**src/rtl/core/ifs_pkg.sv**
```systemverilog
// Shared types, codes and character helpers for the integer field scanner.
`timescale 1ns / 1ps

package ifs_pkg;

    // Default sizes of the accumulator and of the unlimited field width.
    localparam int DEF_VALUE_BITS = 64;
    localparam int DEF_MAX_FIELD  = 255;

    // Conversion kinds held in the conv_mode register.
    localparam logic [2:0] MODE_D = 3'd0;
    localparam logic [2:0] MODE_I = 3'd1;
    localparam logic [2:0] MODE_O = 3'd2;
    localparam logic [2:0] MODE_U = 3'd3;
    localparam logic [2:0] MODE_X = 3'd4;

    // Result sizes held in the size_mode register.
    localparam logic [1:0] SIZE_32 = 2'd0;
    localparam logic [1:0] SIZE_16 = 2'd1;
    localparam logic [1:0] SIZE_64 = 2'd2;

    // Register indexes on the configuration port.
    localparam logic [1:0] REG_CONV  = 2'd0;
    localparam logic [1:0] REG_WIDTH = 2'd1;
    localparam logic [1:0] REG_SIZE  = 2'd2;

    // Character codes the scanner looks for.
    localparam logic [7:0] CH_NUL   = 8'h00;
    localparam logic [7:0] CH_TAB   = 8'h09;
    localparam logic [7:0] CH_CR    = 8'h0D;
    localparam logic [7:0] CH_SPACE = 8'h20;
    localparam logic [7:0] CH_PLUS  = 8'h2B;
    localparam logic [7:0] CH_MINUS = 8'h2D;
    localparam logic [7:0] CH_ZERO  = 8'h30;
    localparam logic [7:0] CH_NINE  = 8'h39;
    localparam logic [7:0] CH_UA    = 8'h41;
    localparam logic [7:0] CH_UF    = 8'h46;
    localparam logic [7:0] CH_UX    = 8'h58;
    localparam logic [7:0] CH_LA    = 8'h61;
    localparam logic [7:0] CH_LF    = 8'h66;
    localparam logic [7:0] CH_LX    = 8'h78;

    // Marks a character that is no digit in any radix.
    localparam logic [4:0] DIGIT_NONE = 5'd31;

    // Scan phase, one-hot.
    typedef enum logic [4:0] {
        PH_SKIP   = 5'b00001,
        PH_START  = 5'b00010,
        PH_BODY   = 5'b00100,
        PH_ZERO   = 5'b01000,
        PH_DIGITS = 5'b10000
    } t_phase;

    typedef enum logic [1:0] {
        RX_DEC = 2'd0,
        RX_OCT = 2'd1,
        RX_HEX = 2'd2
    } t_radix;

    // Flags of a finished field, passed from the scanner to the formatter.
    typedef struct packed {
        logic neg;
        logic seen;
        logic consumed;
    } t_ev_ctl;

    // Undefined conversion kinds behave as decimal.
    function automatic logic [2:0] eff_mode(input logic [2:0] mode);
        return (mode > MODE_X) ? MODE_D : mode;
    endfunction

    function automatic logic is_space(input logic [7:0] c);
        return (c == CH_SPACE) || ((c >= CH_TAB) && (c <= CH_CR));
    endfunction

    // Digit value of a character, or DIGIT_NONE.
    function automatic logic [4:0] digit_of(input logic [7:0] c);
        logic [4:0] d;
        d = DIGIT_NONE;
        if ((c >= CH_ZERO) && (c <= CH_NINE)) begin
            d = 5'(c - CH_ZERO);
        end else if ((c >= CH_LA) && (c <= CH_LF)) begin
            d = 5'(c - CH_LA) + 5'd10;
        end else if ((c >= CH_UA) && (c <= CH_UF)) begin
            d = 5'(c - CH_UA) + 5'd10;
        end
        return d;
    endfunction

endpackage

```
**src/rtl/core/integer_field_scanner.sv**
```systemverilog
// Top level of the integer field scanner: config port, field register and formatter.
//
// Usage: characters arrive one per transfer on i_char_code (i_valid / o_ready).
// Leading white space is skipped, then a d, i, o, u or x field is scanned.
// When the field ends (end of string, a character that does not fit, or the
// width limit) one result transfer leaves on o_valid / i_ready carrying the
// value, the matched and consumed_last flags and the field length.
// Throughput is one character per cycle while o_ready is high; the scan
// step is a shift-add multiply by 8, 10 or 16 plus the digit. The scan logic
// loads the field register with the transfer of the character that ended the
// field, and the formatter that negates and truncates the value loads the
// output register from the field register, which raises o_valid.
// When the receiver stalls, the finished field waits in the field register
// and the output register; o_ready drops only when both are occupied.
// Reset clears the scan state and the registers conv_mode, max_width and
// size_mode; the APB-style port has pready tied high, registers at 0, 4, 8.
// Registers are to be written only while no field is in progress.
`timescale 1ns / 1ps

module integer_field_scanner import ifs_pkg::*; #(
    parameter int VALUE_BITS = DEF_VALUE_BITS,
    parameter int MAX_FIELD  = DEF_MAX_FIELD,
    localparam int CNT_MAX   = (MAX_FIELD > 255) ? MAX_FIELD : 255,
    localparam int CNT_W     = $clog2(CNT_MAX + 1),
    localparam int B32       = (VALUE_BITS < 32) ? VALUE_BITS : 32
) (
    input  logic               i_clk,
    input  logic               i_rst_n,
    // Character channel
    input  logic               i_valid,
    output logic               o_ready,
    input  logic [7:0]         i_char_code,
    // Result channel
    output logic               o_valid,
    input  logic               i_ready,
    output logic signed [63:0] o_value,
    output logic               o_matched,
    output logic               o_consumed_last,
    output logic [7:0]         o_field_length,
    // Configuration port
    input  logic               psel,
    input  logic               penable,
    input  logic               pwrite,
    input  logic [3:0]         paddr,
    input  logic [31:0]        pwdata,
    output logic [31:0]        prdata,
    output logic               pready
);

    logic [2:0] r_conv;
    logic [7:0] r_width;
    logic [1:0] r_size;

    logic                  take;
    logic                  ev_free;
    logic                  out_free;
    logic                  scan_fire;
    t_ev_ctl               scan_ctl;
    logic [VALUE_BITS-1:0] scan_acc;
    logic [CNT_W-1:0]      scan_count;

    logic                  r_ev_valid;
    t_ev_ctl               r_ev_ctl;
    logic [VALUE_BITS-1:0] r_ev_acc;
    logic [CNT_W-1:0]      r_ev_count;

    logic                  r_o_valid;
    logic [63:0]           r_value;
    logic                  r_matched;
    logic                  r_consumed;
    logic [7:0]            r_len;

    logic [2:0]            fmt_mode;
    logic [VALUE_BITS-1:0] fmt_signed;
    logic [63:0]           fmt_ext;
    logic [6:0]            fmt_bits;
    logic                  fmt_sign;
    logic                  fmt_sx;
    logic [63:0]           fmt_value;
    logic [7:0]            fmt_len;

    // Configuration writes and reads.
    assign pready = 1'b1;

    always_ff @(posedge i_clk) begin
        if (!i_rst_n) begin
            r_conv  <= MODE_D;
            r_width <= 8'd0;
            r_size  <= SIZE_32;
        end else if (psel && penable && pwrite) begin
            unique case (paddr[3:2])
                REG_CONV:  r_conv  <= pwdata[2:0];
                REG_WIDTH: r_width <= pwdata[7:0];
                REG_SIZE:  r_size  <= pwdata[1:0];
                default:   ;
            endcase
        end
    end

    always_comb begin
        unique case (paddr[3:2])
            REG_CONV:  prdata = {29'd0, r_conv};
            REG_WIDTH: prdata = {24'd0, r_width};
            REG_SIZE:  prdata = {30'd0, r_size};
            default:   prdata = 32'd0;
        endcase
    end

    // Handshake: each stage moves on when the stage after it is free.
    assign out_free = !r_o_valid || i_ready;
    assign ev_free  = !r_ev_valid || out_free;
    assign o_ready  = ev_free;
    assign take     = i_valid && ev_free;

    ifs_scan #(
        .VALUE_BITS (VALUE_BITS),
        .MAX_FIELD  (MAX_FIELD)
    ) u_scan (
        .i_clk       (i_clk),
        .i_rst_n     (i_rst_n),
        .i_take      (take),
        .i_char_code (i_char_code),
        .i_conv_mode (r_conv),
        .i_max_width (r_width),
        .o_fire      (scan_fire),
        .o_ctl       (scan_ctl),
        .o_acc       (scan_acc),
        .o_count     (scan_count)
    );

    // Finished field register.
    always_ff @(posedge i_clk) begin
        if (!i_rst_n) begin
            r_ev_valid <= 1'b0;
        end else if (take && scan_fire) begin
            r_ev_valid <= 1'b1;
        end else if (out_free) begin
            r_ev_valid <= 1'b0;
        end
        if (take && scan_fire) begin
            r_ev_ctl   <= scan_ctl;
            r_ev_acc   <= scan_acc;
            r_ev_count <= scan_count;
        end
    end

    // Formatter: negate, truncate to the result size, then extend.
    always_comb begin
        fmt_mode   = eff_mode(r_conv);
        fmt_sx     = (fmt_mode == MODE_D) || (fmt_mode == MODE_I);
        fmt_signed = r_ev_ctl.neg ? (VALUE_BITS'(0) - r_ev_acc) : r_ev_acc;
        fmt_ext    = 64'(fmt_signed);
        unique case (r_size)
            SIZE_16: fmt_bits = 7'd16;
            SIZE_64: fmt_bits = 7'(VALUE_BITS);
            default: fmt_bits = 7'(B32);
        endcase
        fmt_sign = fmt_ext[6'(fmt_bits - 7'd1)];
        for (int i = 0; i < 64; i++) begin
            fmt_value[i] = (7'(i) < fmt_bits) ? fmt_ext[i] : (fmt_sx && fmt_sign);
        end
        if (!r_ev_ctl.seen) begin
            fmt_value = 64'd0;
        end
        fmt_len = (r_ev_count >= CNT_W'(255)) ? 8'd255 : r_ev_count[7:0];
    end

    // Result register.
    always_ff @(posedge i_clk) begin
        if (!i_rst_n) begin
            r_o_valid <= 1'b0;
        end else if (out_free) begin
            r_o_valid <= r_ev_valid;
        end
        if (out_free && r_ev_valid) begin
            r_value    <= fmt_value;
            r_matched  <= r_ev_ctl.seen;
            r_consumed <= r_ev_ctl.consumed;
            r_len      <= fmt_len;
        end
    end

    assign o_valid         = r_o_valid;
    assign o_value         = r_value;
    assign o_matched       = r_matched;
    assign o_consumed_last = r_consumed;
    assign o_field_length  = r_len;

    // A full pipeline with a stalled receiver takes no new character.
    a_stall_blocks: assert property (@(posedge i_clk) disable iff (!i_rst_n)
        (r_ev_valid && r_o_valid && !i_ready) |-> !o_ready)
        else $error("character taken while both result stages are full");

    // A pending field moves into a free result register.
    a_field_moves: assert property (@(posedge i_clk) disable iff (!i_rst_n)
        (r_ev_valid && out_free) |=> o_valid)
        else $error("finished field lost on the way to the output");

    // Without a digit the value is zero.
    a_nomatch_zero: assert property (@(posedge i_clk) disable iff (!i_rst_n)
        (o_valid && !o_matched) |-> (o_value == 64'sd0))
        else $error("unmatched field carries a nonzero value");

    // A field closed by the width limit took at least one character.
    a_consumed_len: assert property (@(posedge i_clk) disable iff (!i_rst_n)
        (o_valid && o_consumed_last) |-> (o_field_length != 8'd0))
        else $error("width limit reached with an empty field");

endmodule

```
**src/rtl/core/ifs_scan.sv**
```systemverilog
// Character scanner: white space, sign, radix prefix and digit accumulation.
`timescale 1ns / 1ps

module ifs_scan import ifs_pkg::*; #(
    parameter int VALUE_BITS = DEF_VALUE_BITS,
    parameter int MAX_FIELD  = DEF_MAX_FIELD,
    localparam int CNT_MAX   = (MAX_FIELD > 255) ? MAX_FIELD : 255,
    localparam int CNT_W     = $clog2(CNT_MAX + 1)
) (
    input  logic                  i_clk,
    input  logic                  i_rst_n,
    input  logic                  i_take,
    input  logic [7:0]            i_char_code,
    input  logic [2:0]            i_conv_mode,
    input  logic [7:0]            i_max_width,
    output logic                  o_fire,
    output t_ev_ctl               o_ctl,
    output logic [VALUE_BITS-1:0] o_acc,
    output logic [CNT_W-1:0]      o_count
);

    t_phase                r_phase, n_phase;
    t_radix                r_radix, n_radix;
    logic [VALUE_BITS-1:0] r_acc, n_acc;
    logic                  r_neg, n_neg;
    logic                  r_seen, n_seen;
    logic [CNT_W-1:0]      r_count, n_count;

    logic [2:0]            mode;
    logic [4:0]            dig;
    logic [4:0]            radv;
    t_phase                eph;
    t_radix                drad;
    logic [VALUE_BITS-1:0] prod;
    logic [CNT_W-1:0]      limit;
    logic                  idle_char;
    logic                  try_d;
    logic                  fail;
    logic                  fire;
    logic                  consumed;

    // Next state for one character, following the phases of the field.
    always_comb begin
        mode  = eff_mode(i_conv_mode);
        dig   = digit_of(i_char_code);
        limit = (i_max_width != 8'd0) ? CNT_W'(i_max_width) : CNT_W'(MAX_FIELD);

        n_phase  = r_phase;
        n_radix  = r_radix;
        n_acc    = r_acc;
        n_neg    = r_neg;
        n_seen   = r_seen;
        n_count  = r_count;
        try_d    = 1'b0;
        fail     = 1'b0;
        fire     = 1'b0;
        consumed = 1'b0;

        // The first character after white space opens the field.
        eph  = r_phase;
        drad = r_radix;
        if (r_phase == PH_SKIP) begin
            eph = PH_START;
            if (mode == MODE_O) begin
                drad = RX_OCT;
            end else if (mode == MODE_X) begin
                drad = RX_HEX;
            end else begin
                drad = RX_DEC;
            end
        end
        idle_char = (r_phase == PH_SKIP) &&
                    (is_space(i_char_code) || (i_char_code == CH_NUL));

        if (!idle_char) begin
            priority if ((eph == PH_START) &&
                         ((i_char_code == CH_PLUS) || (i_char_code == CH_MINUS))) begin
                n_neg   = (i_char_code == CH_MINUS);
                n_count = r_count + CNT_W'(1);
                n_phase = PH_BODY;
                n_radix = drad;
            end else if (((eph == PH_START) || (eph == PH_BODY)) &&
                         ((mode == MODE_I) || (mode == MODE_X)) &&
                         (i_char_code == CH_ZERO)) begin
                n_seen  = 1'b1;
                n_count = r_count + CNT_W'(1);
                n_phase = PH_ZERO;
                n_radix = drad;
            end else if ((eph == PH_ZERO) &&
                         ((i_char_code == CH_LX) || (i_char_code == CH_UX))) begin
                n_radix = RX_HEX;
                n_count = r_count + CNT_W'(1);
                n_phase = PH_DIGITS;
            end else begin
                // A leading zero in mode i switches to octal.
                if ((eph == PH_ZERO) && (mode == MODE_I)) begin
                    drad = RX_OCT;
                end
                n_radix = drad;
                n_phase = PH_DIGITS;
                try_d   = 1'b1;
            end
        end

        // Multiply by the radix with shifts, then add the digit.
        unique case (drad)
            RX_OCT:  prod = r_acc << 3;
            RX_HEX:  prod = r_acc << 4;
            default: prod = (r_acc << 3) + (r_acc << 1);
        endcase
        unique case (drad)
            RX_OCT:  radv = 5'd8;
            RX_HEX:  radv = 5'd16;
            default: radv = 5'd10;
        endcase

        if (try_d) begin
            if (dig < radv) begin
                n_acc   = prod + VALUE_BITS'(dig[3:0]);
                n_seen  = 1'b1;
                n_count = r_count + CNT_W'(1);
            end else begin
                fail = 1'b1;
            end
        end

        // A field ends on end of string, a rejected character or the width limit.
        if (idle_char) begin
            fire = (i_char_code == CH_NUL);
        end else begin
            fire     = fail || (n_count >= limit);
            consumed = !fail;
        end
    end

    // Scan state; everything returns to its reset value after a field ends.
    always_ff @(posedge i_clk) begin
        if (!i_rst_n) begin
            r_phase <= PH_SKIP;
            r_radix <= RX_DEC;
            r_acc   <= '0;
            r_neg   <= 1'b0;
            r_seen  <= 1'b0;
            r_count <= '0;
        end else if (i_take) begin
            if (fire) begin
                r_phase <= PH_SKIP;
                r_radix <= RX_DEC;
                r_acc   <= '0;
                r_neg   <= 1'b0;
                r_seen  <= 1'b0;
                r_count <= '0;
            end else begin
                r_phase <= n_phase;
                r_radix <= n_radix;
                r_acc   <= n_acc;
                r_neg   <= n_neg;
                r_seen  <= n_seen;
                r_count <= n_count;
            end
        end
    end

    assign o_fire         = fire;
    assign o_ctl.neg      = n_neg;
    assign o_ctl.seen     = n_seen;
    assign o_ctl.consumed = consumed;
    assign o_acc          = n_acc;
    assign o_count        = n_count;

endmodule

```
**config.mk**
```make
export PLATFORM = sky130hd
export DESIGN_NAME = integer_field_scanner
export DESIGN_NICKNAME = d
export VERILOG_FILES = /design/src/rtl/core/ifs_pkg.sv /design/src/rtl/core/integer_field_scanner.sv /design/src/rtl/core/ifs_scan.sv
export SDC_FILE = /design/constraint.sdc
export NUM_CORES = 1
export LEC_CHECK = 0
export ABC_AREA = 1
export BUFFER_PORTS_ARGS = -buffer_cell sky130_fd_sc_hd__buf_2
export CORE_MARGIN = 4
export CORE_UTILIZATION = 50
export DETAILED_ROUTE_END_ITERATION = 6
export PLACE_DENSITY = 0.73
export SLEW_MARGIN = 10
export SYNTH_ARGS = -nofsm -noshare
export SYNTH_HDL_FRONTEND = slang
export SYNTH_SLANG_ARGS = --single-unit
```
**constraint.sdc**
```tcl
create_clock -name i_clk -period 10.1 [get_ports i_clk]
set_input_delay 0.505 -clock i_clk [delete_from_list [all_inputs] [get_ports i_clk]]
set_output_delay 0.505 -clock i_clk [all_outputs]
set_load 0.1 [all_outputs]
```
Yosys cells after proc, flatten, opt, wreduce, memory -nomap -nowiden
Cells that the tools add are included.
{"block": "word_totals", "inputBits": 51, "register_bits": 245, "out_inout_bits": 109}
{"block": "classes", "n_reduce_logical": 38, "add_sub_neg": 10, "mux": 122, "n_eq_ne": 20, "magnitude_cmp": 77}
{"operator": "2-to-1 mux 64 bit", "n": 4}
{"operator": "less-than comparator 6 x 7 -> 1 bit (first input constant)", "n": 32}
{"operator": "case mux 64 bit (2 select lines)", "n": 1}
{"operator": "less-than comparator 5 x 7 -> 1 bit (first input constant)", "n": 16}
{"operator": "2-to-1 mux 1 bit", "n": 83}
{"operator": "adder 64 x 4 -> 64 bit", "n": 1}
{"operator": "adder 64 bit", "n": 1}
{"operator": "2-to-1 mux 8 bit", "n": 8}
{"operator": "subtractor 1 x 64 -> 64 bit (first input constant)", "n": 1}
{"operator": "less-than comparator 4 x 7 -> 1 bit (first input constant)", "n": 8}
{"operator": "2-to-1 mux 5 bit", "n": 8}
{"operator": "== test 8 x 6 -> 1 bit (second input constant)", "n": 4}
{"operator": "less-than comparator 3 x 7 -> 1 bit (first input constant)", "n": 4}
{"operator": "2-to-1 mux 2 bit", "n": 13}
{"operator": "case mux 8 bit (3 select lines)", "n": 1}
{"operator": "== test 8 x 7 -> 1 bit (second input constant)", "n": 2}
{"operator": "greater-or-equal comparator 8 x 7 -> 1 bit (second input constant)", "n": 2}
{"operator": "less-or-equal comparator 8 x 7 -> 1 bit (second input constant)", "n": 2}
{"operator": "logical AND 1 bit", "n": 16}
{"operator": "less-than comparator 1 x 7 -> 1 bit (first input constant)", "n": 2}
{"operator": "less-than comparator 2 x 7 -> 1 bit (first input constant)", "n": 2}
{"operator": "case mux 7 bit (2 select lines)", "n": 1}
{"operator": "adder 5 x 4 -> 5 bit (second input constant)", "n": 2}
{"operator": "logical OR 1 bit", "n": 10}
{"operator": "33 further kinds", "n": 43}

Longest topological paths before layout
{"block": "depth", "depth_word": 21, "depth_mapped": 36, "ltp_nobuf": 32}

Hierarchy
Synthesis repeated with hierarchy kept, for this count alone.
{"block": "hier_totals", "hier_cells": 3586, "area_unflattened_um2": 22781.8}
{"mod": "ifs_scan", "instances": 1, "area_per_inst_um2": 14249.9, "cells_each": 2631}
{"mod": "integer_field_scanner", "instances": 1, "area_per_inst_um2": 8531.9, "cells_each": 955}

Worst setup path after synthesis
No wires, ideal clock.
{"block": "synth_timing", "path_kind": "input port to flip-flop", "startpoint": "in i_char_code[0]", "endpoint": "reg u_scan.r_phase[2]", "path_stages": 33, "arrival_time_ns": 8.233, "path_slack_ns": 1.742, "t_required_ns": 9.975, "path_buffers": 3, "path_cell_list": "inv_1 -> ha_1 -> nand2_1 -> nor4_1 -> inv_1 -> a21oi_1 -> ha_1 -> inv_2 -> buf_6 -> clkbuf_1 -> clkbuf_1 -> ha_1 -> a21oi_1 -> and2_1 -> nand3_4 -> nand2_2 -> inv_2 -> nand2_1 -> nand2_1 -> ha_1 -> a21boi_0 -> o21a_1 -> o21a_1 -> o21a_1 -> o21ai_0 -> nand2_1 -> a21oi_1 -> o21ai_1 -> nand2_1 -> nor2_1 -> nor2_1 -> inv_1 -> a211oi_1"}
{"block": "synth_between", "elab_chain_len": 17, "elab_cells_between_ends": 63}
{"element": "start, declared", "line": "integer_field_scanner.sv:32", "text": "input logic [7:0] i_char_code,"}
{"element": "parallel branches: the longest is 11 deep, another holds subtractor 5 x 1 -> 5 bit"}
{"element": "2-to-1 mux 8 bit (*)", "line": "ifs_scan.sv:117", "text": "if (try_d) begin"}
{"element": "via scan_count[1]", "line": "integer_field_scanner.sv:60", "text": "logic [CNT_W-1:0] scan_count;"}
{"element": "greater-or-equal comparator 8 bit (*)", "line": "ifs_scan.sv:131", "text": "fire = fail || (n_count >= limit);"}
{"element": "logical OR 1 bit (*)", "line": "ifs_scan.sv:131"}
{"element": "2-to-1 mux 1 bit (*)", "line": "ifs_scan.sv:128", "text": "if (idle_char) begin"}
{"element": "!= test 2 bit (no source line)"}
{"element": "AND reduction 2 bit (no source line)"}
{"element": "end signal, assigned", "line": "ifs_scan.sv:154", "text": "r_phase <= n_phase;"}
{"element": "end, declared", "line": "ifs_scan.sv:22", "text": "t_phase r_phase, n_phase;"}
Mark *: on every way through the listed nets, which the timed path passes. The select of a mux whose other input is x is not followed.
A chain may end at the register's enable or synchronous reset.

Worst setup path after layout
{"block": "layout_timing", "startpoint": "in i_char_code[0]", "endpoint": "reg u_scan.r_radix[1]"}
{"block": "layout_between", "elab_chain_len": 17, "elab_cells_between_ends": 65}
{"element": "parallel branches: the longest is 17 deep, another holds greater-or-equal comparator 8 bit"}
{"element": "end signal, assigned", "line": "ifs_scan.sv:155", "text": "r_radix <= n_radix;"}
{"element": "end, declared", "line": "ifs_scan.sv:23", "text": "t_radix r_radix, n_radix;"}
Several ways; the timed one is not identified. The select of a mux whose other input is x is not followed.

==> reports/metrics.csv <==
stage,metric,value,unit
status,status,completed,
power_and_ir_drop,power density over the cells,123,nW/um^2
placement,Buffers on Ports,108,
synth,"Async S/R FF share, synth",0,
sta,RSZ-0062 raised after global routing,no,
critical_path,CP Max Fanout,67,
sta,Slew HR,0.281,
detailed_routing,via count,21300,
synth,Post-Syn Instances,3421,
placement,gp weighted congestion,1.04,
critical_path,Critical Path AT,7.05,ns
synth,synthesized flop and latch total,244,
finish,"commonest cells after routing, fill and taps aside","1082 x nand2_1, 568 x inv_1, 289 x nor2_1, 241 x nand3_1, 234 x a21oi_1",
detailed_routing,first-iteration detailed-routing DRC count,2069,
global_routing,initial antenna violation count,0,
synth,Most used DFF post-synth,edfxtp_1,
placement,dpl hpwl,49900,um
detailed_routing,Pre-antenna DRT Iters,6,
synth,Syn Area/Cell,6.27,sq um
sta,Tmin final,6.65,ns
critical_path,Worst EP required,10.50,ns
clock_network,cts repair resizes,0,
placement,Placed Cells,3981,
job,max_cap viols,0,
floorplanning,Die Area,46300,sq um
clock_network,clock root buffer,clkbuf_16,
worst_hold_path,worst hold path class,in -> reg,
sta,max frequency,150,MHz
clock_network,CTS tree,done,
clock_network,Sink Count,244,
power_and_ir_drop,worst vdd ir,119,uV
floorplanning,Core Footprint,42100,sq um
detailed_routing,Routed Antenna Nets,0,
floorplanning,chip width,215,um
detailed_routing,DRT Wirelength,62600,um
global_routing,GRT overflow,0,
synth,top post-synthesis cells by area,"edfxtp_1 21%, nand2_1 19%, inv_1 10%, dfxtp_1 8.9%, nand3_1 5.6%",
floorplanning,Die Y,215,um
critical_path,CP Buf/Inv Count,8,
finish,FILL cells,4193,
critical_path,CP Class,in -> reg,
detailed_routing,Residual DRC,0,
finish,"commonest non-fill, non-tap cell in the layout",nand2_1,
clock_network,"Clk Latency, worst-skew pair",0.53,ns
critical_path,Startpoint Class,primary input,
sta,setup_tns,0,ns
finish,fin cells,4026,
floorplanning,Row Count,75,
global_routing,vias in the first global route,19100,
clock_network,CTS H-tree lvls,1,
sta,Least-Margin Pin Slew,1.08,ns
floorplanning,Initial Util,0.509,
clock_network,Clock Tree Buf Depth,3,
finish,Synth-to-Final Area Change,7.53,%
sta,final setup vio count,0,
critical_path,slowest CP cell,buf_4,
clock_network,setup bufs post-CTS,0,
critical_path,crit end category,flop,
power_and_ir_drop,LEAKAGE,10.6,nW
synth,Yosys top cell area share,0.209,
global_routing,Tot GR Track Use,0.262,
sta,fin crit share,0.658,
critical_path,crit-path max cell delay,0.68,ns
clock_network,"CTS clk-pin slew, worst paths",0.06,ns
global_routing,largest net degree at the start of global routing,78,
sta,clk_skew,0.0154,ns
clock_network,CTS buffer count,25,
detailed_routing,via-per-instance ratio,5.29,
synth,"area leader, netlist",edfxtp_1,
synth,"Seq/Total Area, Yosys",0.297,
sta,Final Hold Viols,0,
global_routing,first-pass GRT wire length,100000,um
finish,share of layout cells above drive strength 1,0.0849,
finish,n_diodes,0,
synth,Post-Syn Area,21400,sq um
synth,Syn. warnings,0,
synth,post-synthesis cell type count,55,
synth,Post-synth EDFFs,149,
clock_network,hold buffer count at CTS,0,
floorplanning,# IOs,160,
finish,fin nets,3604,
sta,max-slew violations,0,
detailed_routing,wire per inst,15.6,um
critical_path,largest delay contributor family on the critical path,buffers and inverters,
-- worst reg2reg max path: cells and delay by family, from the launching register on --
kind                       cells  cell delay, ns
AOI/OAI and AO/OA             10            1.35
adders and majority gates      3            1.07
DFF                            1            0.33
and+or+nand+nor                9            1.76
xor gates and xnor gates       1            0.22
buffers and inverters          7            1.67
-- cells by family (layout without fill, tap and decap cells) --
family,after synthesis,in the layout,synth area share
xor gates and xnor gates,48,48,0.0196
other,2,25,0.000350
and+or+nand+nor,1840,1840,0.368
buffers and inverters,725,768,0.134
adders and majority gates,84,84,0.0497
muxes,16,16,0.00747
DFF,244,244,0.297
AOI/OAI and AO/OA,462,462,0.124
-- synthesized netlist by cell type, types with 6 or more instances --
library cell,instances
nand2_1,1083
inv_1,569
nor2_1,290
nand3_1,241
a21oi_1,235
edfxtp_1,149
o21ai_0,99
dfxtp_1,95
ha_1,82
clkbuf_1,65
nand4_1,48
o221ai_1,47
nor3_1,44
buf_4,33
nor2_2,31
inv_2,29
xor2_1,29
a21boi_0,24
nand2_2,20
xnor2_1,19
or2_2,17
mux2i_1,16
o21ai_1,15
buf_2,13
nor4_1,13
nand3_2,12
buf_1,10
o22ai_1,10
nand3b_1,9
and3_1,8
and2_1,6
nor2_4,6
-- stage by stage --
| stage | hold WS (ns) | power (W) | instance area, sq um | utilization | setup WS (ns) |
|---|---|---|---|---|---|
| 2_1_floorplan | 0.400 | 0.00178 | 21500 | - | 1.74 |
| 3_3_place_gp | 0.402 | 0.00193 | 22300 | 0.528 | 3.02 |
| 3_5_place_dp | 0.406 | 0.00193 | 22300 | 0.528 | 2.94 |
| 4_1_cts | 0.218 | 0.00284 | 23100 | 0.547 | 3.48 |
| 5_1_grt | 0.255 | 0.00296 | 23100 | 0.547 | 2.83 |
| 6_report | 0.244 | 0.00283 | 23100 | 0.547 | 3.45 |
-- path summary, 6_finish.rpt --
path | from | end | slack [ns] | depth (start not counted)
worst max-delay path | i_char_code[0] | u_scan.r_radix[1] | 3.45 | 32
worst min-delay path | pwdata[2] | r_width[2] | 0.24 | 3
worst max register to register | u_scan.r_phase[2] | u_scan.r_radix[1] | 3.57 | 30
worst min register to register | r_ev_count[4] | o_field_length[4] | 0.42 | 0
-- final cells by class --
class | instances | area (sq um) | share of cell area
sequential | 244 | 6380 | 0.276
multi-input combinational | 2475 | 12300 | 0.534
tap | 539 | 674 | 0.0292
timing repair buffer | 121 | 638 | 0.0277
inverter | 602 | 2260 | 0.0980
clock inverter | 11 | 116 | 0.00505
clock buffer | 34 | 679 | 0.0295
-- where the power goes --
| group | internal [W] | switching (W) |
|---|---|---|
| sequential | 0.00113 | 0.0000360 |
| combinational | 0.000167 | 0.000596 |
| clock | 0.000524 | 0.000384 |
| total | 0.00182 | 0.00102 |
-- layer usage --
layer | vias to the layer above | global-route usage | part of all wire
met5 | - | 0 | 0
met1 | 9400 | 0.396 | 0.47
met4 | 0 | 0.0762 | 0.030
met2 | 798 | 0.397 | 0.42
met3 | 96 | 0.0258 | 0.089
li1 | 11000 | - | -
-- flip-flops by register name (all words and copies together) (netlist names), 2 cells and up --
signal,flops
u_scan.r_count,8
r_width,8
r_ev_ctl,3
r_ev_count,8
o_field_length,8
r_conv,3
r_size,2
u_scan.r_phase,4
u_scan.r_acc,64
u_scan.r_radix,2
o_value,64
r_ev_acc,64
Note: power is estimated with default switching activity, not from simulation.
